<file path="config.mk">
export PLATFORM = sky130hd
export DESIGN_NAME = vcs_lane
export DESIGN_NICKNAME = d
export VERILOG_FILES = /design/src/design/vector4_cosine_similarity_core_defines.svh /design/src/design/vcs_pkg.sv /design/src/design/vcs_lane.sv
export SDC_FILE = /design/constraint.sdc
export NUM_CORES = 1
export LEC_CHECK = 0
export ABC_AREA = 0
export BUFFER_PORTS_ARGS = -buffer_cell sky130_fd_sc_hd__buf_2
export CAP_MARGIN = 20
export CORE_MARGIN = 4
export CORE_UTILIZATION = 60
export CTS_CLUSTER_SIZE = 25
export DETAILED_ROUTE_END_ITERATION = 10
export GPL_TIMING_DRIVEN = 0
export PLACE_DENSITY = 0.78
export SYNTH_ARGS = -nofsm -noshare
export SYNTH_HDL_FRONTEND = slang
export SYNTH_SLANG_ARGS = --single-unit
</file>
<file path="constraint.sdc">
create_clock -name aclk -period 12.3 [get_ports aclk]
set_clock_uncertainty 0.15 [all_clocks]
set_input_delay 1.845 -clock aclk [delete_from_list [all_inputs] [get_ports aclk]]
set_output_delay 1.845 -clock aclk [all_outputs]
set_load 0.01 [all_outputs]
</file>
<file path="src/design/vector4_cosine_similarity_core_defines.svh">
// Assertion macros shared by the cosine similarity core.
`ifndef VECTOR4_COSINE_SIMILARITY_CORE_DEFINES_SVH
`define VECTOR4_COSINE_SIMILARITY_CORE_DEFINES_SVH

// Check that holds while reset is released.
`define VCS_ASSERT(label, prop, msg) \
    label: assert property (@(posedge aclk) disable iff (!aresetn) (prop)) else $error(msg);

// Check that holds in the cycle after a condition.
`define VCS_ASSERT_NEXT(label, cond, prop, msg) \
    label: assert property (@(posedge aclk) disable iff (!aresetn) (cond) |=> (prop)) \
        else $error(msg);

`endif

</file>
<file path="src/design/vcs_pkg.sv">
`default_nettype none
package vcs_pkg;
    localparam int COMP_W_DEF = 16;
    localparam int COS_W      = 16;
    localparam int FRAC_BITS  = 14;
    localparam int ONE_Q14    = 1 << FRAC_BITS;
    localparam int LANES      = 4;
    localparam int QBITS      = FRAC_BITS + 2;
endpackage
`default_nettype wire

</file>
<file path="src/design/vcs_lane.sv">
`default_nettype none
// One component lane: magnitudes, the product a*b with its sign, and two squares.
module vcs_lane import vcs_pkg::*; #(
    parameter int COMP_W = COMP_W_DEF
) (
    input  wire logic              aclk,
    input  wire logic              en,
    input  wire logic [COMP_W-1:0] a,
    input  wire logic [COMP_W-1:0] b,
    output logic [2*COMP_W-1:0]    ab_reg,
    output logic                   ab_neg_reg,
    output logic [2*COMP_W-1:0]    aa_reg,
    output logic [2*COMP_W-1:0]    bb_reg
);
    logic [COMP_W-1:0] ma, mb;
    assign ma = a[COMP_W-1] ? (~a + 1'b1) : a;
    assign mb = b[COMP_W-1] ? (~b + 1'b1) : b;

    always_ff @(posedge aclk) begin
        if (en) begin
            ab_reg     <= (2*COMP_W)'(ma) * (2*COMP_W)'(mb);
            ab_neg_reg <= a[COMP_W-1] ^ b[COMP_W-1];
            aa_reg     <= (2*COMP_W)'(ma) * (2*COMP_W)'(ma);
            bb_reg     <= (2*COMP_W)'(mb) * (2*COMP_W)'(mb);
        end
    end
endmodule
`default_nettype wire

</file>
; After elaboration in Yosys (flattened, before gate mapping)
; Cells that the tools add are included.
[word_totals]
regBits = 97
inputBits = 34
out_inout_bits = 97
word_cells = 14
[classes]
n_addsub = 2
n_mul = 3
mux = 2
bitwise_logic = 3
[ops]
columns = cell, n
row1 = $mul A16 B16 Y32, 3
row2 = $add A16 B1 Y16 const B, 2
row3 = $mux W16, 2
row4 = $not A16 Y16, 2
row5 = $xor A1 B1 Y1, 1

; Depth between registers and ports, before layout
[logic_depth]
depth_word = 4
mapped_depth = 32
depth_no_buf = 29

; Least setup slack after synthesis
; No wires, ideal clock.
[synth_path]
path_type = input-to-reg
from = input port a[0]
to = register aa_reg[31] (data pin)
setup_time_ns = 0.268
arrival_ns = 8.760
required_time_ns = 11.882
setup_slack_ns = 3.123
path_stages = 30
path_buffers = 3
cell_sequence = clkbuf_1 inv_2 buf_1 ha_1 nand2b_1 nand2b_1 nand2b_1 o21ai_0 xnor2_1 inv_1 buf_1 nor2_1 fa_1 inv_1 fa_1 inv_1 fa_1 inv_1 fa_1 fa_1 fa_1 inv_1 ha_1 a21oi_1 o21ai_0 a221oi_1 o21a_1 o221ai_1 o41ai_1 xnor2_1
[synth_via]
elab_chain_len = 4
[synth_rtl]
columns = item, line
row1 = "start, declared", vcs_lane.sv:8  ; input wire logic [COMP_W-1:0] a,
row2 = $not A16 Y16, vcs_lane.sv:16  ; assign ma = a[COMP_W-1] ? (~a + 1'b1) : a;
row3 = $add A16 B1 Y16, vcs_lane.sv:16
row4 = $mux W16 *, vcs_lane.sv:16
row5 = $mul A16 B16 Y32 *, vcs_lane.sv:23  ; aa_reg <= (2*COMP_W)'(ma) * (2*COMP_W)'(ma);
row6 = "end signal, assigned", vcs_lane.sv:23
row7 = "end, declared", vcs_lane.sv:12  ; output logic [2*COMP_W-1:0] aa_reg,
; Every way passes the cells marked *; elsewhere a longest branch is shown, timed or not.
; A chain may end at the register's enable or synchronous reset.

; Worst setup path in the final report
[layout_path]
from = input port a[0]
to = register ab_reg[28] (data pin)
[layout_via]
elab_chain_len = 4
[layout_rtl]
columns = item, line
row1 = $not A16 Y16, vcs_lane.sv:16
row2 = $add A16 B1 Y16, vcs_lane.sv:16
row3 = $mux W16 *, vcs_lane.sv:16
row4 = $mul A16 B16 Y32 *, vcs_lane.sv:21  ; ab_reg <= (2*COMP_W)'(ma) * (2*COMP_W)'(mb);
row5 = "end signal, assigned", vcs_lane.sv:21
row6 = "end, declared", vcs_lane.sv:10  ; output logic [2*COMP_W-1:0] ab_reg,
; Marked as above.

==> flow_summary_export.csv <==
group,metric,value,unit
finish,num-fill-cells,3459,
global_route,grt_max_degree,57,
job,cap_violations,0,
critical_path,slowest_delay,0.72,ns
sta,max_freq,85.6,MHz
clock_network,cts_setup_buffers,0,
drt,dr.pass1.iters,5,
drt,viasPerCell,5.71,
clock_network,cts-hold-fix-buffers,0,
sta,finalSetupViolCount,0,
clock_network,cts_root_buf,"clkbuf_16",
drt,num_vias,20000,
clock_network,cts_resized,0,
worst_hold_path,min_path_type,"primary input to register",
synth,yosys_warnings,0,
global_route,grt_usage,31.2,%
clock_network,cts_tree,"done",
synth,synthCells,2786,
sta,final_max_slew_viol_count,0,
drt,drc_errors,0,
finish,area_delta_synth_final,7.05,%
floorplanning,ios,131,
clock_network,cts_buffer_depth,2,
clock_network,cts_made_buffers,9,
sta,rsz0062_at_grt,"false",
clock_network,cts_max_level,3,
drt,wirelength,68700,um
global_route,antenna_found_initial,1,
clock_network,cts.clk_slew.worst_paths,0.07,ns
sta,max-slew-margin-rel,18.9,%
finish,num_antenna_cells,0,
floorplanning,rows,75,
critical_path,timing.critical_path.to,"ab_reg[28]",
sta,finalHoldViolCount,0,
placed_design,port_buffers,126,
clock_network,clock-sinks,95,
critical_path,cp_num_cells,26,
sta,fin_crit,11.68,ns
global_route,grt-ovfl-total,0,
critical_path,crit_start,"a[0]",
finish,seq_area,2850,um2
synth,ys_async_sr_fraction,0,%
global_route,grt_pass1_wl,113000,um
finish,final_common_cell,"inv_1",
critical_path,critPathKind,"primary input to register",
critical_path,cpMostUsedCell,"fa_1",
floorplanning,start_util,61.0,%
synth,synth.distinct_cells,67,
synth,mappedNetlistArea,25700,um2
placed_design,gp_congestion,0.961,
floorplanning,die_height,215,um
drt,detail-route-antenna-nets,0,
critical_path,cp.arrival,11.67,ns
sta,final.setup.tns,0,ns
outcome,status,"finished, final reports clean",
finish,drive_above_1_share,5.75,%
synth,synth_edf_count,95,
finish,largest_reg_flops,32,
critical_path,path_buf_inv,7,
floorplanning,die_area,46200,um2
global_route,grt_pass1_vias,21500,
finish,multi_input_area,20100,um2
drt,wl_per_cell,19.6,um
finish,final_cell_mix,"inv_1 (664), fa_1 (521), nand2_1 (306)",
placed_design,hpwl,56700,um
critical_path,required,12.29,ns
drt,dr.first_iter.drc_count,1565,
floorplanning,core_area,42100,um2
finish,fin_nets,3806,
floorplanning,die_w,215,um
synth,yosysSeqAreaShare,11.1,%
sta,fin_crit_sh,95.0,%
sta,worst_pin_slew,1.21,ns
synth,synth_seq_cells,95,
critical_path,cp_top_family,"adder cells",
synth,ys.flop_type,"edfxtp_1",
critical_path,crit_path_end_kind,"register",
critical_path,crit_fanout,10,
critical_path,cp-start-kind,"primary input",
critical_path,critPathSlowestCell,"clkinv_1",
synth,syn_avg_cell_area,9.22,um2
cell type report:
type | count | area share (%)
multi-input cells | 1946 | 72.9
plain buffers | 92 | 1.31
flip-flops and latches | 95 | 10.4
repair buffers | 134 | 2.63
clock inverters | 5 | 0.214
clock buffers | 11 | 0.846
inverters | 676 | 9.22
well taps | 539 | 2.45
metal layers:
metal	GRT usage, %	wire [um]
met1	41.2	26900
met2	50.4	32300
met3	8.05	7120
met4	11.2	2410
met5	0	0
cells in the mapped netlist, types with 8 or more instances:
cell type | n | share of area, %
xnor2_1 | 74 | 2.5
ha_1 | 297 | 14
a21oi_1 | 72 | 1.4
o211ai_1 | 8 | 0.23
edfxtp_1 | 95 | 11
a211oi_1 | 11 | 0.32
nand2_1 | 306 | 4.5
xor2_1 | 47 | 1.6
clkbuf_1 | 85 | 1.2
inv_1 | 664 | 9.7
o21bai_1 | 12 | 0.35
o31ai_1 | 9 | 0.26
or3_1 | 8 | 0.19
nor2_1 | 297 | 4.3
nand2b_1 | 9 | 0.22
nor3_1 | 12 | 0.23
a31oi_1 | 14 | 0.34
fa_1 | 521 | 41
o21a_1 | 15 | 0.44
o21ai_0 | 62 | 1.2
a21o_1 | 42 | 1.2
nand3_1 | 13 | 0.25
nand4_1 | 12 | 0.29
clkinv_1 | 9 | 0.13
cells by family after synthesis:
logic type / after synthesis / synth area share [%]
mux: 2 / 0.0828
flops: 95 / 11.1
xor+xnor: 122 / 4.23
simple gates: 698 / 11.2
compound gates: 281 / 7.01
fa+ha+maj: 818 / 55.1
buf+inv: 768 / 11.3
other cells: 2 / 0.0292
metrics by stage:
stage,util [%],setup WS [ns],hold WS [ns],cell area (um2),std cells
finish,65.3,0.618,1.49,27500,3498
global route,65.3,0.360,1.49,27500,3498
CTS,65.3,0.979,1.47,27500,3498
detailed placement,64.6,0.581,1.89,27200,3482
global placement,64.3,0.138,1.89,27100,3474
floorplan,-,3.12,1.79,25800,2809
worst min-delay path by stage:
stage | startpoint | endpoint | slack, ns | cells after the start
after global routing | b[0] | bb_reg[0] | 1.49 | 1
after floorplan | a[0] | aa_reg[0] | 1.79 | 0
after global placement | b[0] | bb_reg[0] | 1.89 | 1
final | b[0] | bb_reg[0] | 1.49 | 1
after CTS | b[0] | bb_reg[0] | 1.47 | 1
after detailed placement | b[0] | bb_reg[0] | 1.89 | 1
Power is not shown: default switching activity piles up to over one toggle a cycle in this logic, so the estimate is an artifact.
