[config.mk]
export PLATFORM = sky130hd
export DESIGN_NAME = vcs_merge
export DESIGN_NICKNAME = d
export VERILOG_FILES = /design/src/design/vector4_cosine_similarity_core_defines.svh /design/src/design/vcs_pkg.sv /design/src/design/vcs_merge.sv
export SDC_FILE = /design/constraint.sdc
export NUM_CORES = 1
export LEC_CHECK = 0
export BUFFER_PORTS_ARGS = -buffer_cell sky130_fd_sc_hd__buf_4
export CAP_MARGIN = 20
export CELL_PAD_IN_SITES_DETAIL_PLACEMENT = 1
export CELL_PAD_IN_SITES_GLOBAL_PLACEMENT = 1
export CORE_UTILIZATION = 40
export DETAILED_ROUTE_END_ITERATION = 12
export PLACE_DENSITY_LB_ADDON = 0.1
export SKIP_CTS_REPAIR_TIMING = 1
export SLEW_MARGIN = 20
export SYNTH_ARGS = -nofsm -noshare
export SYNTH_HDL_FRONTEND = slang
export SYNTH_SLANG_ARGS = --single-unit
[constraint.sdc]
create_clock -name aclk -period 9.05 [get_ports aclk]
set_input_delay 0.4525 -clock aclk [delete_from_list [all_inputs] [get_ports aclk]]
set_output_delay 0.4525 -clock aclk [all_outputs]
set_load 0.03 [all_outputs]
[src/design/vector4_cosine_similarity_core_defines.svh]
// Assertion macros shared by the cosine similarity core.
`ifndef VECTOR4_COSINE_SIMILARITY_CORE_DEFINES_SVH
`define VECTOR4_COSINE_SIMILARITY_CORE_DEFINES_SVH

// Check that holds while reset is released.
`define VCS_ASSERT(label, prop, msg) \
    label: assert property (@(posedge aclk) disable iff (!aresetn) (prop)) else $error(msg);

// Check that holds in the cycle after a condition.
`define VCS_ASSERT_NEXT(label, cond, prop, msg) \
    label: assert property (@(posedge aclk) disable iff (!aresetn) (cond) |=> (prop)) \
        else $error(msg);

`endif

[src/design/vcs_pkg.sv]
`default_nettype none
package vcs_pkg;
    localparam int COMP_W_DEF = 16;
    localparam int COS_W      = 16;
    localparam int FRAC_BITS  = 14;
    localparam int ONE_Q14    = 1 << FRAC_BITS;
    localparam int LANES      = 4;
    localparam int QBITS      = FRAC_BITS + 2;
endpackage
`default_nettype wire

[src/design/vcs_merge.sv]
`default_nettype none
// Merges lane products: signed dot product and squared magnitudes.
module vcs_merge import vcs_pkg::*; #(
    parameter int COMP_W = COMP_W_DEF
) (
    input  wire logic                    aclk,
    input  wire logic                    en,
    input  wire logic [LANES*2*COMP_W-1:0] ab,
    input  wire logic [LANES-1:0]        ab_neg,
    input  wire logic [LANES*2*COMP_W-1:0] aa,
    input  wire logic [LANES*2*COMP_W-1:0] bb,
    output logic [2*COMP_W+2:0]          dot_reg,  // signed
    output logic [2*COMP_W+1:0]          sa_reg,
    output logic [2*COMP_W+1:0]          sb_reg
);
    localparam int SW = 2*COMP_W + 2;
    logic [SW:0]   dsum;
    logic [SW-1:0] asum, bsum;

    always_comb begin
        dsum = '0;
        asum = '0;
        bsum = '0;
        for (int i = 0; i < LANES; i++) begin
            if (ab_neg[i]) dsum = dsum - (SW+1)'(ab[i*2*COMP_W +: 2*COMP_W]);
            else           dsum = dsum + (SW+1)'(ab[i*2*COMP_W +: 2*COMP_W]);
            asum = asum + SW'(aa[i*2*COMP_W +: 2*COMP_W]);
            bsum = bsum + SW'(bb[i*2*COMP_W +: 2*COMP_W]);
        end
    end

    always_ff @(posedge aclk) begin
        if (en) begin
            dot_reg <= dsum;
            sa_reg  <= asum;
            sb_reg  <= bsum;
        end
    end
endmodule
`default_nettype wire

After elaboration in Yosys (flattened, before gate mapping)
Cells that the tools add are included.
{"block": "totals", "out_inout_bits": 103, "register_bits": 103, "in_bits": 390}
{"block": "op_classes", "addsub": 13, "n_mux": 4}
{"operator": "35-bit two-way mux", "count": 4}
{"operator": "35-bit by 32-bit adder with 35-bit output", "count": 3}
{"operator": "35-bit by 32-bit subtractor with 35-bit output", "count": 3}
{"operator": "33-bit by 32-bit adder with 34-bit output", "count": 2}
{"operator": "34-bit by 32-bit adder with 34-bit output", "count": 2}
{"operator": "32-bit by 32-bit adder with 33-bit output", "count": 2}
{"operator": "1-bit by 32-bit subtractor with 33-bit output (first input constant)", "count": 1}

Longest topological paths before layout
{"block": "logic_depth", "depth_word": 8, "depth_mapped": 37}

Least setup slack after synthesis
No wires, ideal clock.
{"block": "synth_timing", "kind": "input port to flip-flop", "start": "input ab[38]", "end": "register dot_reg[34] (data pin)", "stages": 33, "n_path_buf": 1, "setup_time_ns": 0.268, "t_arrival_ns": 6.912, "required_time_ns": 8.782, "slack_ns": 1.870, "path_cell_list": "nor3_1 > nor3b_1 > nand3_1 > nor3b_1 > a21oi_1 > xnor2_1 > ha_1 > a21o_1 > a21o_1 > a2111oi_0 > nor2_1 > a21oi_1 > o21bai_1 > a21oi_1 > xnor2_1 > ha_1 > clkbuf_1 > a31oi_1 > o21ai_0 > a21o_1 > a21oi_1 > xnor2_1 > ha_1 > a21o_1 > a21oi_1 > nor2b_1 > nor2_1 > o311ai_0 > and3_1 > o21ai_0 > nor2b_1 > xnor2_1 > xnor3_1"}
{"block": "synth_via", "elab_chain_cells": 6, "word_cells_on_any_way": 9, "cone_classes": "6 x add/sub; 3 x mux"}
{"element": "from (decl)", "line_no": "vcs_merge.sv:8", "rtl": "input wire logic [LANES*2*COMP_W-1:0] ab,"}
{"element": "35-bit by 32-bit adder with 35-bit output or 35-bit by 32-bit subtractor with 35-bit output (tied branches)", "line_no": "vcs_merge.sv:26, vcs_merge.sv:25"}
{"element": "35-bit two-way mux (*)", "line_no": "vcs_merge.sv:25", "rtl": "if (ab_neg[i]) dsum = dsum - (SW+1)'(ab[i*2*COMP_W +: 2*COMP_W]);"}
{"element": "35-bit by 32-bit adder with 35-bit output or 35-bit by 32-bit subtractor with 35-bit output (tied branches)", "line_no": "vcs_merge.sv:26, vcs_merge.sv:25"}
{"element": "35-bit two-way mux (*)", "line_no": "vcs_merge.sv:25"}
{"element": "35-bit by 32-bit adder with 35-bit output or 35-bit by 32-bit subtractor with 35-bit output (tied branches)", "line_no": "vcs_merge.sv:26, vcs_merge.sv:25"}
{"element": "35-bit two-way mux (*)", "line_no": "vcs_merge.sv:25"}
{"element": "via dsum[34]", "line_no": "vcs_merge.sv:17", "rtl": "logic [SW:0] dsum;"}
{"element": "to (signal assigned)", "line_no": "vcs_merge.sv:34", "rtl": "dot_reg <= dsum;"}
{"element": "to (decl)", "line_no": "vcs_merge.sv:12", "rtl": "output logic [2*COMP_W+2:0] dot_reg,"}
Mark *: on every way through the listed nets, which the timed path passes. The rest lies on a longest branch.
A chain may end at the register's enable or synchronous reset.

Worst setup path after layout
Ends and elaborated chain as after synthesis.

==> metrics.txt <==
post-synth top area cell edfxtp_1; CTS root buffer clkbuf_16; CP max-delay cell o31ai_1; die area 40600 µm²; Avg WL per Cell 19.0 µm; hold slack 0.391 ns; XOR/XNOR Fraction of Synth Area 0.143; RSZ-0062 raised after global routing false; Max Clock Freq 125 MHz; sequential-to-total area share from yosys stat 0.194; I/O Buffers 492; Netlist Area Pre-Place 15900 µm²; CP max FO 5; Vias/cell 5.40; Final Hold Fails 0; Main synth FF type edfxtp_1; Synth Area in Simple Gates 0.143; most common cell in the netlist xnor2_1; max-cap violation count 0; Starting Density 0.408; synth cell count leaders 211 x xnor2_1, 172 x ha_1, 166 x a21oi_1; CTS Buf Count 9; crit share post-route 0.886; worst path bufs/invs 1; slew margin rel. 0.414; nets@finish 2898; core area 39000 µm²; routed wire length 51.9 mm; Max VDD drop 0.125 mV; Yosys reg bits 103; Antenna Nets Post-Route 0; die span in x 202 µm; Async SR Flop Fraction 0; Hold Path End sa_reg[0]; IO Count 493; Crit path required time 9.17 ns; mux share of post-synthesis cell area 0.00204; Leak 9.06 nW; fin worst setup slack 1.03 ns; pin count of the biggest net entering global routing 60; Synth top area share 0.194; Worst path depth 33; YS warnings 0; power per cell area 298 nW/µm²; outcome complete, no violations; total global routing overflow 0; row cnt 72; Final setup violation count 0; GP Congestion 0.888; pins over their slew limit 0; first-pass GRT wire length 82.5 mm; worst hold stages 2; ranking of synthesized cells by area edfxtp_1 19%, fa_1 16%, ha_1 14%; Crit path largest cell delay 0.64 ns; hold_sp aa[96]; EDFF count, synth 103; antenna violations before repair 3; Die Y 202 µm; library cells used by synthesis 66; layout cells sized above 1 0.242; total power 0.00613 W; CTS tree done; vias 14700; Placement Setup Slack 0.691 ns; Detailed Route Iter0 Violations 442; max FFs per register 35; placed instance area 20200 µm²; vias in the first global route 15900; hold crit path type in2reg; Clk pin slew, worst setup/hold paths 0.08 ns; Slew @ Worst Pin 0.879 ns; synthesized area per cell 9.27 µm²; Post-route DRC 0; Finished Cell Area 20500 µm²; main combinational cell family by area after synthesis adder cells; clk sinks 103; Area Overhead vs Synth 28.9%; crit end category flop; TNS Setup 0 ns; Crit path arrival time 8.13 ns; Cells after Synth 1718; Crit Path Class in2reg; DP HPWL 45.7 mm; Largest delay share family, worst path compound AO/OA/AOI/OAI gates; minimum clock period 8.02 ns; Compound-Gate Fraction of Synth Area 0.197; Post-Synth Adder-Cell Area 0.300; CTS HTree Levels 3; CP startpoint kind input port; Syn Nets 2411; total track usage 0.253; Max clock buf depth 2; DRT Pass-1 Iters 4
[logic make-up after synthesis]
family / after synthesis
XOR/XNOR: 258
flip-flops: 103
multiplexers: 3
AO/OA/AOI/OAI: 493
buffers and inverters: 90
adder cells (fa/ha/maj): 303
AND/OR/NAND/NOR: 468
[report_power, final]
| part | switching, W | internal [W] | total, W |
|---|---|---|---|
| registers | 0.0000707 | 0.000952 | 0.00102 |
| clock network | 0.000209 | 0.000221 | 0.000431 |
| logic | 0.00274 | 0.00194 | 0.00468 |
| total | 0.00302 | 0.00311 | 0.00613 |
[cells in the final DEF, fill, tap and decap left out, drive strengths merged, types with 20 or more instances in the layout]
cell type / instances
fa: 131
nor2: 157
nand3: 26
nand4: 20
o21ai: 90
ha: 172
edfxtp: 103
a21o: 75
nor3: 52
inv: 74
a21oi: 166
nor2b: 25
xnor2: 211
nand2b: 27
nand2: 81
xor2: 46
buf: 496
o21a: 33
[routing by layer]
| layer | share of wire | track usage |
|---|---|---|
| met4 | 0.026 | 0.0758 |
| met2 | 0.51 | 0.461 |
| met1 | 0.42 | 0.308 |
| met3 | 0.045 | 0.0342 |
| met5 | 0.00025 | 0 |
[worst max-delay path by stage]
stage / startpoint / to
floorplan: ab[38] / dot_reg[34]
global placement: ab[38] / dot_reg[34]
detailed placement: ab[38] / dot_reg[34]
CTS: ab[38] / dot_reg[34]
global route: ab[38] / dot_reg[34]
finish: ab[38] / dot_reg[34]
[stage by stage]
step	std cells	utilization
after floorplan	1718	-
after global placement	2712	0.519
after detailed placement	2712	0.519
after CTS	2728	0.527
after global routing	2730	0.527
final	2730	0.527
[final cells by class]
class	instances	area (µm²)
fillers	4626	18500
multi-input cells	1525	12500
repair buffers	496	3720
flip-flops and latches	103	3090
well taps	518	648
inverters	70	263
clock buffers	9	225
clock inverters	7	85.1
diodes	2	5.00
Power figures use the tool's default switching activity.
