==> config.mk <==
export PLATFORM = sky130hd
export DESIGN_NAME = vcs_pipe_div
export DESIGN_NICKNAME = d
export VERILOG_FILES = /design/src/design/vector4_cosine_similarity_core_defines.svh /design/src/design/vcs_pkg.sv /design/src/design/vcs_pipe_div.sv
export SDC_FILE = /design/constraint.sdc
export NUM_CORES = 2
export LEC_CHECK = 0
export BUFFER_PORTS_ARGS = -buffer_cell sky130_fd_sc_hd__buf_2
export CORE_UTILIZATION = 45
export CTS_BUF_LIST = sky130_fd_sc_hd__clkbuf_4 sky130_fd_sc_hd__clkbuf_8 sky130_fd_sc_hd__clkbuf_16
export CTS_CLUSTER_SIZE = 10
export DETAILED_ROUTE_END_ITERATION = 10
export PLACE_DENSITY_LB_ADDON = 0.1
export SYNTH_ARGS = -nofsm -noshare
export SYNTH_HDL_FRONTEND = slang
export SYNTH_SLANG_ARGS = --single-unit
==> constraint.sdc <==
create_clock -name aclk -period 4.9 [get_ports aclk]
set_input_delay 0.49 -clock aclk [delete_from_list [all_inputs] [get_ports aclk]]
set_output_delay 0.49 -clock aclk [all_outputs]
set_load 0.02 [all_outputs]
==> src/design/vector4_cosine_similarity_core_defines.svh <==
// Assertion macros shared by the cosine similarity core.
`ifndef VECTOR4_COSINE_SIMILARITY_CORE_DEFINES_SVH
`define VECTOR4_COSINE_SIMILARITY_CORE_DEFINES_SVH

// Check that holds while reset is released.
`define VCS_ASSERT(label, prop, msg) \
    label: assert property (@(posedge aclk) disable iff (!aresetn) (prop)) else $error(msg);

// Check that holds in the cycle after a condition.
`define VCS_ASSERT_NEXT(label, cond, prop, msg) \
    label: assert property (@(posedge aclk) disable iff (!aresetn) (cond) |=> (prop)) \
        else $error(msg);

`endif

==> src/design/vcs_pkg.sv <==
`default_nettype none
package vcs_pkg;
    localparam int COMP_W_DEF = 16;
    localparam int COS_W      = 16;
    localparam int FRAC_BITS  = 14;
    localparam int ONE_Q14    = 1 << FRAC_BITS;
    localparam int LANES      = 4;
    localparam int QBITS      = FRAC_BITS + 2;
endpackage
`default_nettype wire

==> src/design/vcs_pipe_div.sv <==
`default_nettype none
// Pipelined fractional divider: q = floor(ONE * num / den), num <= den.
module vcs_pipe_div import vcs_pkg::*; #(
    parameter int DW = 34
) (
    input  wire logic          aclk,
    input  wire logic          en,
    input  wire logic [DW-1:0] num,
    input  wire logic [DW-1:0] den,
    input  wire logic [1:0]    flags,   // {zero_length, negative}
    output logic [QBITS-1:0]   q,
    output logic [1:0]         flags_out
);
    localparam int ST = QBITS - 1;  // integer bit plus fraction bits
    logic [DW:0]      rem_reg  [1:ST];
    logic [DW-1:0]    den_reg  [1:ST];
    logic [QBITS-1:0] q_reg    [1:ST];
    logic [1:0]       f_reg    [1:ST];

    for (genvar k = 0; k < ST; k++) begin : g_stage
        logic [DW:0]      r;
        logic [QBITS-1:0] qn;
        logic [DW:0]      rem_cur;
        logic [DW-1:0]    den_cur;
        logic [QBITS-1:0] q_cur;
        logic [1:0]       f_cur;
        if (k == 0) begin : g_first
            assign rem_cur = {1'b0, num};
            assign den_cur = den;
            assign q_cur   = '0;
            assign f_cur   = flags;
        end else begin : g_next
            assign rem_cur = rem_reg[k];
            assign den_cur = den_reg[k];
            assign q_cur   = q_reg[k];
            assign f_cur   = f_reg[k];
        end
        always_comb begin
            r  = rem_cur;
            qn = q_cur << 1;
            if (r >= {1'b0, den_cur}) begin
                r  = r - {1'b0, den_cur};
                qn = qn | QBITS'(1);
            end
            if (k < ST - 1) r = r << 1;
        end
        always_ff @(posedge aclk) begin
            if (en) begin
                rem_reg[k+1] <= r;
                den_reg[k+1] <= den_cur;
                q_reg[k+1]   <= qn;
                f_reg[k+1]   <= f_cur;
            end
        end
    end

    assign q         = q_reg[ST];
    assign flags_out = f_reg[ST];
endmodule
`default_nettype wire

## Word-level counts from Yosys, hierarchy flattened

Memories as Yosys holds them, arrays and structs flattened.
Index checks and enable logic that the tools add are counted.
Widths: inputs -> output; s select.

| storage, ports and cells | value |
|---|---|
| flip-flop bits (word level) | 0 |
| memories kept | 4 |
| bits in writable memories | 1,305 |
| bits of input ports | 72 |
| output and inout bits | 18 |
| ROM bits | 0 |
| word-level logic and storage cells | 66 |
| bits in latches | 0 |

Memories:

| memory | depth | bits a word | rd ports | clocked after memory_dff | write ports | line | source |
|---|---|---|---|---|---|---|---|
| rem_reg | 15 | 35 | 14 | 0 | 15 | vcs_pipe_div.sv:15 | `logic [DW:0] rem_reg [1:ST];` |
| den_reg | 15 | 34 | 14 | 0 | 15 | vcs_pipe_div.sv:16 | `logic [DW-1:0] den_reg [1:ST];` |
| q_reg | 15 | 16 | 15 | 0 | 15 | vcs_pipe_div.sv:17 | `logic [QBITS-1:0] q_reg [1:ST];` |
| f_reg | 15 | 2 | 15 | 0 | 15 | vcs_pipe_div.sv:18 | `logic [1:0] f_reg [1:ST];` |

| operators by class | value |
|---|---|
| add/sub/neg operators | 15 |
| magnitude comparators | 15 |
| $mul | 0 |
| multiplexer cells | 32 |
| reduce and logical (&&, ||, !) cells | 0 |
| equal/unequal tests | 0 |
| bitwise operators | 0 |
| shift operators | 0 |
| div/mod/pow operators | 0 |

Operators by type and width:

| kind | count |
|---|---|
| $ge 35x34->1 | 14 |
| $mux 34 | 14 |
| $sub 34x34->34 | 14 |
| $mux 35 | 1 |
| $sub 35x34->35 | 1 |
| $ge 34x34->1 | 1 |
| $mux 1 | 17 |

## Logic depth before layout (Yosys ltp)

An unclocked memory read counts as a cell.

| depth | value |
|---|---|
| depth after elaboration | 3 |
| mapped depth | 16 |

## Worst setup path before layout

Ideal clock, no wire load.

| timing | value |
|---|---|
| path kind | input to register |
| start | in num[0] |
| end | reg, netlist name rem_reg[0][37] |
| buffers on the path | 1 |
| data arrival time | 3,315 ps |
| path slack | 1,325 ps |
| cell stages on the path | 14 |
| cell sequence | inv_1 ha_1 inv_1 fa_1 a21o_1 a221oi_1 o2111ai_1 nand3_1 nand2_1 a2111oi_0 nor2_1 a21oi_2 buf_2 mux2_2 |

RTL lines:

| item | line | source |
|---|---|---|
| start: declaration | vcs_pipe_div.sv:8 | `input wire logic [DW-1:0] num,` |

==> metrics.txt <==
outcome=finished, final reports clean; Hold Vio Cnt, Final=0; peak supply drop=0.409 mV; Net Count, Synth=6,466; Mapped Cells=a little under 6,000; Setup TNS=0 ns; cts repair resizes=0; vias in the first global route=44,878; effective utilization at floorplan=0.454; Critical Path AT=4.80 ns; post-layout total power=0.0465 W; synth warn=0; Crit Path Max Fanout=32; Port Buffers=88; num rows=139; Slew Limit Headroom=0.264; Starting DRT DRC Count=1,773; synth unique cells=92; top_reg_cell synth=edfxtp_1; FMAX=232 MHz; fin util=0.508; crit path launch=rem_reg[0][114]$_DFFE_PP_; total core area=143,000 um^2; Max-Cap Viols=0; hold slack final=~0.072 ns; commonest non-fill, non-tap cell in the layout=edfxtp_1; final worst path period share=0.880; number of diodes=0; Sink Count=approximately 1,100; Post-synth EDFFs=between 1,000 and 1,500; LEAKAGE=30.2 nW; syn avg cell area=11.1 um^2; Placement Cell Area=68,100 um^2; Setup crit end kind=register; die area=146,000 um^2; sequential area share after synthesis=0.508; R2R setup slack=0.59 ns; DR vias=43,338; Worst Path Required=approximately 5.4 ns; gr ovfl total=0; Setup CP Type=reg2reg; CTS root buffer=clkbuf_16; share of layout cells above drive strength 1=0.104; cell area after layout=~73,000 um^2; Reg2Reg Depth=13; CTS Buffer Depth=3; Ports=90; Worst-Margin Slew=1.10 ns; DRC=0; CP endpoint=rem_reg[0][149]$_DFFE_PP_; gr usage total=0.196; Layout Area Growth over Synthesis=11.9%; post-route ant nets=0; Hold Crit Class=in2reg; gpl congestion=0.944; Yosys reg bits=1,102; First-pass DRT Iterations=7; first-pass GRT wire length=228 mm; Routed WL=143 mm; Final Skew=0.0268 ns; via density per instance=5.37; PD cells=639 nW/um^2; insertion delay to the later sink of the worst-skew pair=approximately 0.76 ns; Critical R2R Launch=rem_reg[0][114]$_DFFE_PP_; largest net degree at the start of global routing=113; RSZ-0062 raised after global routing=no; initial antenna violation count=1; WL per Instance=17.8 um; HPWL after DPL=112 mm; Mapped Area=65,100 um^2; Final Max Slew Viols=0; Clk pin slew, worst setup/hold paths=roughly 0.050 ns; CTS H-tree depth=4; minimum clock period=4.31 ns; Async S/R FF share, synth=0; CTS tree=yes; chip width=382 um; die height=382 um; most frequent cells in the layout=edfxtp_1, inv_1, ha_1; Post-layout nets=6,691; Finish-stage setup viols=0; r2r endpoint=rem_reg[0][149]$_DFFE_PP_; CP startpoint kind=register; CTS buffer count=137
==> power breakdown <==
group	total [W]	internal [W]	switching (W)
Combinational	0.0220	0.00993	0.0121
Clock	0.00913	0.00540	0.00374
Sequential	0.0154	0.0141	0.00128
==> area by class of cell <==
cell class	count	area, um^2
clock buffer	172	3730
clock inverter	37	319
fill	12679	70600
inverter	614	2300
multi-input combinational	4014	29100
sequential	1102	33100
tap	1903	2380
timing repair buffer	227	1920
==> cells in the mapped netlist (all sizes together) (15+ instances only) <==
cell type | count | share of area
a2111oi | 19 | 0.0032
a21oi | 508 | 0.040
nor2 | 333 | 0.019
nand3b | 15 | 0.0019
xor2 | 165 | 0.022
clkbuf | 96 | 0.0055
and2 | 28 | 0.0027
nand4 | 74 | 0.0071
nor4 | 15 | 0.0014
or3 | 15 | 0.0014
o31ai | 29 | 0.0038
and3 | 44 | 0.0042
ha | 509 | 0.098
nand2 | 386 | 0.022
nor2b | 62 | 0.0060
o211ai | 25 | 0.0029
a21o | 272 | 0.031
a31oi | 63 | 0.0063
o21bai | 65 | 0.0075
mux2 | 231 | 0.042
inv | 614 | 0.035
o21ai | 336 | 0.026
nand2b | 56 | 0.0054
a221oi | 22 | 0.0031
a211oi | 40 | 0.0046
o21a | 69 | 0.0080
a21boi | 16 | 0.0018
buf | 45 | 0.0046
edfxtp | 1102 | 0.51
nor3 | 77 | 0.0059
nand3 | 111 | 0.0085
xnor2 | 229 | 0.031
==> cell families (layout without fill, tap and decap cells) <==
| kind of cell | after synthesis | count (layout) | synth area share |
|---|---|---|---|
| other | 1 | 1 | 0.0000576 |
| DFF | 1102 | 1102 | 0.508 |
| and+or+nand+nor | 1279 | 1279 | 0.0936 |
| buffers and inverters | 755 | 1050 | 0.0456 |
| AOI/OAI and AO/OA | 1579 | 1579 | 0.154 |
| muxes | 238 | 238 | 0.0431 |
| xor gates and xnor gates | 394 | 394 | 0.0530 |
| adders and majority gates | 523 | 523 | 0.102 |
==> critical path, cell delays in order (launching register included) <==
cell and delay, ns:
edfxtp_1 0.39, ha_1 0.39, nand3_1 0.16, nor2_1 0.63, a21boi_1 0.50, o211ai_1 0.22
nor4b_1 0.23, buf_4 0.19, nor2_1 0.23, a31o_2 0.29, a21oi_2 0.11, inv_1 0.11
buf_12 0.22, mux2_2 0.36
==> how the worst min path moves through the flow <==
stage / start / end / slack, ns / cells past startpoint
2_1_floorplan: f_reg[0][8]$_DFFE_PP_ / f_reg[0][10]$_DFFE_PP_ / 0.40 / 0
3_5_place_dp: q_reg[9][1]$_DFFE_PP_ / q_reg[10][2]$_DFFE_PP_ / 0.40 / 0
5_1_grt: num[6] / rem_reg[0][42]$_DFFE_PP_ / 0.05 / 3
3_3_place_gp: f_reg[0][12]$_DFFE_PP_ / f_reg[0][14]$_DFFE_PP_ / 0.40 / 0
4_1_cts: num[2] / rem_reg[0][38]$_DFFE_PP_ / 0.001 / 3
6_report: num[2] / rem_reg[0][38]$_DFFE_PP_ / 0.07 / 3
==> metrics by stage <==
step | std cells | worst slack, ns
after floorplan | 5871 | 1.33
after global placement | 7793 | 0.533
after detailed placement | 7793 | 0.511
after CTS | 8069 | 0.582
after global routing | 8069 | 0.465
final | 8069 | 0.589
==> routing by layer <==
layer | vias to the layer above | wire length, um | share of wire | track usage
met4 | 0 | 10200 | 0.071 | 0.136
met3 | 416 | 3770 | 0.026 | 0.0274
li1 | 21928 | - | - | -
met1 | 20231 | 50500 | 0.35 | 0.180
met5 | - | 0 | 0 | 0
met2 | 763 | 79000 | 0.55 | 0.391
==> timing repair <==
item,4_1_cts,5_1_grt
endpoints found under the setup margin,0,0
hold buffers,67,0
setup buffers,0,0
endpoints found under the hold margin,67,0
Power figures use the tool's default switching activity.
