**src/design/vector4_cosine_similarity_core_defines.svh**
```systemverilog
// Assertion macros shared by the cosine similarity core.
`ifndef VECTOR4_COSINE_SIMILARITY_CORE_DEFINES_SVH
`define VECTOR4_COSINE_SIMILARITY_CORE_DEFINES_SVH

// Check that holds while reset is released.
`define VCS_ASSERT(label, prop, msg) \
    label: assert property (@(posedge aclk) disable iff (!aresetn) (prop)) else $error(msg);

// Check that holds in the cycle after a condition.
`define VCS_ASSERT_NEXT(label, cond, prop, msg) \
    label: assert property (@(posedge aclk) disable iff (!aresetn) (cond) |=> (prop)) \
        else $error(msg);

`endif

```
**src/design/vcs_pkg.sv**
```systemverilog
`default_nettype none
package vcs_pkg;
    localparam int COMP_W_DEF = 16;
    localparam int COS_W      = 16;
    localparam int FRAC_BITS  = 14;
    localparam int ONE_Q14    = 1 << FRAC_BITS;
    localparam int LANES      = 4;
    localparam int QBITS      = FRAC_BITS + 2;
endpackage
`default_nettype wire

```
**src/design/vcs_pipe_sqrt.sv**
```systemverilog
`default_nettype none
// Pipelined restoring square root, one result bit per stage.
module vcs_pipe_sqrt import vcs_pkg::*; #(
    parameter int NW = 64,
    parameter int SW = 32
) (
    input  wire logic          aclk,
    input  wire logic          en,
    input  wire logic [NW-1:0] n,
    input  wire logic [SW-1:0] side,
    output logic [NW/2-1:0]    root,
    output logic [SW-1:0]      side_out
);
    localparam int RW = NW/2;
    logic [NW-1:0] rem_reg  [1:RW];
    logic [RW-1:0] res_reg  [1:RW];
    logic [SW-1:0] side_reg [1:RW];

    for (genvar k = 0; k < RW; k++) begin : g_stage
        logic [RW+1:0]   trial;
        logic [RW+1:0]   part;
        logic [RW-1:0]   rn;
        logic [NW-1:0]   remn;
        logic [NW-1:0]   rem_cur;
        logic [RW-1:0]   res_cur;
        logic [SW-1:0]   side_cur;
        localparam int SH = 2*(RW-1-k);
        if (k == 0) begin : g_first
            assign rem_cur  = n;
            assign res_cur  = '0;
            assign side_cur = side;
        end else begin : g_next
            assign rem_cur  = rem_reg[k];
            assign res_cur  = res_reg[k];
            assign side_cur = side_reg[k];
        end
        always_comb begin
            part  = (RW+2)'(rem_cur >> SH);
            trial = {res_cur, 2'b01};
            rn    = res_cur << 1;
            remn  = rem_cur;
            if (part >= trial) begin
                rn   = rn | RW'(1);
                remn = rem_cur - (NW'(trial) << SH);
            end
        end
        always_ff @(posedge aclk) begin
            if (en) begin
                rem_reg[k+1]  <= remn;
                res_reg[k+1]  <= rn;
                side_reg[k+1] <= side_cur;
            end
        end
    end

    assign root     = res_reg[RW];
    assign side_out = side_reg[RW];
endmodule
`default_nettype wire

```
**config.mk**
```make
export PLATFORM = sky130hd
export DESIGN_NAME = vcs_pipe_sqrt
export DESIGN_NICKNAME = d
export VERILOG_FILES = /design/src/design/vector4_cosine_similarity_core_defines.svh /design/src/design/vcs_pkg.sv /design/src/design/vcs_pipe_sqrt.sv
export SDC_FILE = /design/constraint.sdc
export NUM_CORES = 2
export LEC_CHECK = 0
export BUFFER_PORTS_ARGS = -buffer_cell sky130_fd_sc_hd__buf_2
export CORE_ASPECT_RATIO = 0.8
export CORE_MARGIN = 3
export CORE_UTILIZATION = 55
export CTS_BUF_LIST = sky130_fd_sc_hd__clkbuf_4 sky130_fd_sc_hd__clkbuf_8 sky130_fd_sc_hd__clkbuf_16
export DETAILED_ROUTE_END_ITERATION = 6
export PLACE_DENSITY = 0.71
export SYNTH_ARGS = -nofsm -noshare
export SYNTH_HDL_FRONTEND = slang
export SYNTH_SLANG_ARGS = --single-unit
```
**constraint.sdc**
```tcl
create_clock -name aclk -period 4.1 [get_ports aclk]
set_input_delay 0.615 -clock aclk [delete_from_list [all_inputs] [get_ports aclk]]
set_output_delay 0.615 -clock aclk [all_outputs]
set_load 0.1 [all_outputs]
```
**After elaboration in Yosys (flattened, before gate mapping)**

Memory sizes are Yosys's and may differ from the RTL's.
Index checks and enable logic that the tools add are counted.

- Bits of input ports: 98
- Memories kept: 3
- RAM bits: 4096
- Logic and storage cells: 133
- Bits in registers: 0

- Multiplexer cells: 66
- $add $sub $neg: 32
- Order comparisons: 32

Memories:

| name | depth | width | rd ports | clocked after Yosys merged registers in | write ports | RTL line | RTL |
|---|---|---|---|---|---|---|---|
| rem_reg | 32 | 64 | 31 | 0 | 32 | vcs_pipe_sqrt.sv:15 | `logic [NW-1:0] rem_reg [1:RW];` |
| res_reg | 32 | 32 | 32 | 0 | 32 | vcs_pipe_sqrt.sv:16 | `logic [RW-1:0] res_reg [1:RW];` |
| side_reg | 32 | 32 | 32 | 0 | 32 | vcs_pipe_sqrt.sv:17 | `logic [SW-1:0] side_reg [1:RW];` |

Operator list:

| cell | number |
|---|---|
| $mux W64 | 32 |
| $sub A64 B64 Y64 | 16 |
| $ge A34 B34 Y1 | 16 |
| $sub A64 B34 Y64 | 1 |
| $sub A64 B36 Y64 | 1 |
| $sub A64 B38 Y64 | 1 |
| $sub A64 B40 Y64 | 1 |
| $sub A64 B42 Y64 | 1 |
| $sub A64 B44 Y64 | 1 |
| $sub A64 B46 Y64 | 1 |
| $sub A64 B48 Y64 | 1 |
| $sub A64 B50 Y64 | 1 |
| $sub A64 B52 Y64 | 1 |
| $sub A64 B54 Y64 | 1 |
| $sub A64 B56 Y64 | 1 |
| $sub A64 B58 Y64 | 1 |
| $sub A64 B60 Y64 | 1 |
| $sub A64 B62 Y64 | 1 |
| $sub A64 B63 Y64 const B | 1 |
| $ge A10 B34 Y1 | 1 |
| $ge A12 B34 Y1 | 1 |
| $ge A14 B34 Y1 | 1 |
| $ge A16 B34 Y1 | 1 |
| $ge A18 B34 Y1 | 1 |
| other kinds (12) | 45 |

**Depth between registers and ports, before layout**

An unclocked memory read counts as a cell.

- Depth after elaboration: 3
- Depth in mapped cells: 15
- Gate-level depth less buffers: 13

**Least setup slack after synthesis**

OpenSTA, ideal clock, no wires.

- Path kind: register to register
- Start point: reg rem_reg[0][1805] (netlist name)
- End point: reg rem_reg[0][1885] (netlist name)
- Period minus slack after synthesis: 3.430 ns
- Data arrival time: 3.170 ns
- Library setup time: 0.260 ns
- Setup slack: 0.670 ns
- Cell stages (with the launch flop): 12
- Cell sequence: edfxtp_1 ha_1 and3_1 nor2b_1 or3_1 nor3_1 o21ai_0 a221oi_2 o31ai_1 a211oi_2 buf_2 mux2_2

==> summary.txt <==
Outcome
  • Status: finished clean

Setup path
  • R2R setup slack: 0.16 ns
  • Max Fanout on Critical Path: 6
  • Critical path endpoint category: flop
  • Nature of the critical path startpoint: flop
  • CP arrival: 4.51 ns
  • Worst EP required: 4.67 ns
  • FF-to-FF path depth: 13
  • RR Startpoint: rem_reg[0][1806]
  • Worst flop-to-flop path endpoint: rem_reg[0][1883]
  • Worst setup path class: flop to flop

Floorplanning
  • Starting Density: 0.555
  • Chip width: 562 um
  • Top-level I/O count: 162
  • Row cnt: 162
  • Core area: 245000 um2
  • Die ar.: 253000 um2
  • Die Y: 450 um

CTS
  • Clk sinks: 3296
  • Clk buf depth: 4
  • CTS Root Buffer Type: clkbuf_16
  • TritonCTS Buffers: around 320
  • CTS tree: built
  • Worst skew pair latency: 0.86 ns
  • Clock Pin Slew Worst Setup and Hold Paths: roughly 0.070 ns
  • Number of post-CTS setup repair buffers: 0
  • H-Tree Depth: 5

Synth
  • Yosys reg bits: 3296
  • Distinct cells, synth: between 80 and 90
  • Synth Cell Area: 136000 um2
  • Synth Area per Inst: 15.0 um2
  • Async S/R FF share, synth: 0
  • Sequential area share after synthesis: 0.729
  • EDFF count, synth: between 3000 and 4000
  • Post-synthesis cell count: roughly 9100
  • Ys Warns: 0
  • Synth Flop Type: edfxtp_1
  • Post-synthesis net count: 9723

GRT
  • Largest net degree at the start of global routing: 126
  • Initial antenna violation count: 8
  • First-pass GRT wire length: around 420 mm
  • Grt ovf: 0
  • Total track usage: 0.212
  • Vias in the first global route: approximately 71000

Finish
  • Antenna cells: 0
  • FILL cells: 17800
  • Finished Layout Cells: around 13000
  • Max reg flops: 1744
  • Area growth syn-to-layout: 13.4%
  • FF/Latch Area: approximately 99000 um2
  • Area taken by multi-input logic gates: approximately 34000 um2
  • Design area: 154000 um2
  • Layout cell share with drive strength beyond 1: 0.106
  • NumNets Final: 10400

Job
  • Max-cap violations: 0

Pwr
  • Leak: 58.5 nW
  • Max rail drop VDD: 0.541 mV
  • Overall power: 91.8 mW
  • Cell Pwr Density: around 600 nW/um2

STA
  • RSZ-0062 raised after global routing: false
  • Setup TNS Final: 0 ns
  • Min Tclk post-route: a little under 4 ns
  • Setup violations, final: 0
  • Fmax: between 200 and 300 MHz
  • Final hold slack: just under 0.4 ns
  • Worst-Margin Slew: 0.998 ns
  • Hold Fails Final Rpt: 0
  • Final period util: 0.960
  • Max Slew Vio Count: 0
  • Worst rel slew slack: 0.332
  • Clock skew: around 0.051 ns

Route
  • DRC viols: 0
  • Via/cell ratio: 5.58
  • Vias: 74000
  • Initial DRC Count: 7154
  • Antenna Nets Post-Route: 0
  • WL final: 271 mm
  • Detailed-route wire length per cell: 20.5 um
  • TritonRoute pass-1 iters: 6

Min path
  • Worst Hold End: rem_reg[0][1489]
  • Min-delay src: rem_reg[0][1425]
  • Hold depth: 0
  • Hold crit path type: flop to flop

Placed design
  • Buffers on Ports: 161
  • Placed insts: ~13000
  • Cell area after placement: ~140000 um2
  • DP Wirelength: 188 mm
  • GPL Wtd Cong: 0.961
==> stage by stage <==
step / utilization / setup slack [ns]
floorplan: - / 0.670
global placement: 0.582 / 0.187
detailed placement: 0.582 / 0.159
CTS: 0.629 / 0.0883
global route: 0.630 / 0.00818
finish: 0.630 / 0.164
==> cells in the final DEF, fill, tap and decap left out, types with 77 or more instances in the layout <==
cell and instances:
nand4_1 100, nor2b_1 77, mux2_2 93, o21a_1 90
o21ai_0 456, dlygate4sd3_1 97, nand2b_1 92, nor2_1 497
clkinv_1 82, nor3_1 154, xnor2_1 356, a21o_1 275
xor2_1 271, a21oi_1 518, nand3_1 121, nand2_1 533
clkbuf_16 327, ha_1 556, buf_4 190, edfxtp_1 3296
inv_1 688, buf_2 160
==> worst max-delay path: stages (launching register included) <==
cell and delay (ns):
edfxtp_1 0.40, ha_1 0.39, and3_1 0.20, nand3_1 0.28, a21oi_1 0.15, nor3_2 0.31, buf_4 0.16, o21ai_0 0.08
buf_4 0.15, a221oi_2 0.42, o31ai_2 0.15, a211oi_4 0.32, inv_1 0.27, mux2_2 0.34
==> what timing repair did <==
action | in CTS | in global routing
gates resized for setup | 0 | 6
hold buffers | 97 | 0
setup endpoints to repair | 0 | 31
endpoints found under the hold margin | 96 | 0
==> how the worst max path moves through the flow <==
stage,startpoint,to,slack (ns),cells past startpoint
after detailed placement,rem_reg[0][1806],rem_reg[0][1883],0.16,13
after global placement,rem_reg[0][1806],rem_reg[0][1883],0.19,13
after floorplan,rem_reg[0][1805],rem_reg[0][1885],0.67,11
after global routing,rem_reg[0][1118],rem_reg[0][1189],0.008,12
final,rem_reg[0][1806],rem_reg[0][1883],0.16,13
after CTS,rem_reg[0][1806],rem_reg[0][1883],0.09,13
==> logic make-up after synthesis <==
kind of cell             count (synthesis)  synth area share
flip-flops                            3296             0.729
multiplexers                           109           0.00889
XOR/XNOR                               627            0.0404
AO/OA/AOI/OAI                         1721            0.0785
buffers and inverters                  846            0.0236
adder cells (fa/ha/maj)                556            0.0512
AND/OR/NAND/NOR                       1914            0.0684
==> synthesized netlist by cell type (all sizes together), types with 20 or more instances <==
cell type | instances | area (um2)
o21bai | 46 | 345
nor3 | 157 | 791
clkbuf | 143 | 537
nand2 | 534 | 2010
o31ai | 42 | 315
a211oi | 54 | 423
o21ai | 461 | 2310
a21o | 275 | 2060
o21a | 90 | 676
and3 | 40 | 250
a31oi | 42 | 263
nand3 | 121 | 606
nand2b | 92 | 576
xor2 | 271 | 2370
nor4 | 74 | 463
nor2b | 77 | 482
or4 | 25 | 188
inv | 689 | 2590
xnor2 | 356 | 3120
a21oi | 520 | 2600
and2 | 28 | 175
o211ai | 25 | 188
edfxtp | 3296 | 99000
nand4 | 100 | 626
nand3b | 20 | 150
ha | 556 | 6960
or3 | 60 | 380
nor2 | 498 | 1870
or2 | 24 | 150
mux2 | 93 | 1050
a21boi | 23 | 173
==> routing by layer <==
| layer | global-route usage | routed length [um] | up-vias | part of all wire |
|---|---|---|---|---|
| met5 | 0 | 8 | - | 0.000029 |
| met4 | 0.0491 | 5970 | 2 | 0.022 |
| met3 | 0.0394 | 18700 | 404 | 0.069 |
| met2 | 0.291 | 111000 | 2163 | 0.41 |
| met1 | 0.350 | 135000 | 36100 | 0.50 |
| li1 | - | - | 35300 | - |
==> cell type report <==
| class | count | share of cell area |
|---|---|---|
| Clock buffer | 378 | 0.0556 |
| Clock inverter | 206 | 0.0135 |
| Inverter | 689 | 0.0168 |
| Multi-Input combinational cell | 4927 | 0.219 |
| Sequential cell | 3296 | 0.643 |
| Tap cell | 3280 | 0.0266 |
| Timing Repair Buffer | 489 | 0.0262 |
==> report_power, final <==
part	internal [mW]	switching (mW)	leakage, nW	total, mW
Clock	17.1	12.5	5.23	29.5
Combinational	7.21	10.4	21.4	17.6
Sequential	42.1	2.56	31.9	44.7
(Power assumes the default switching activity.)
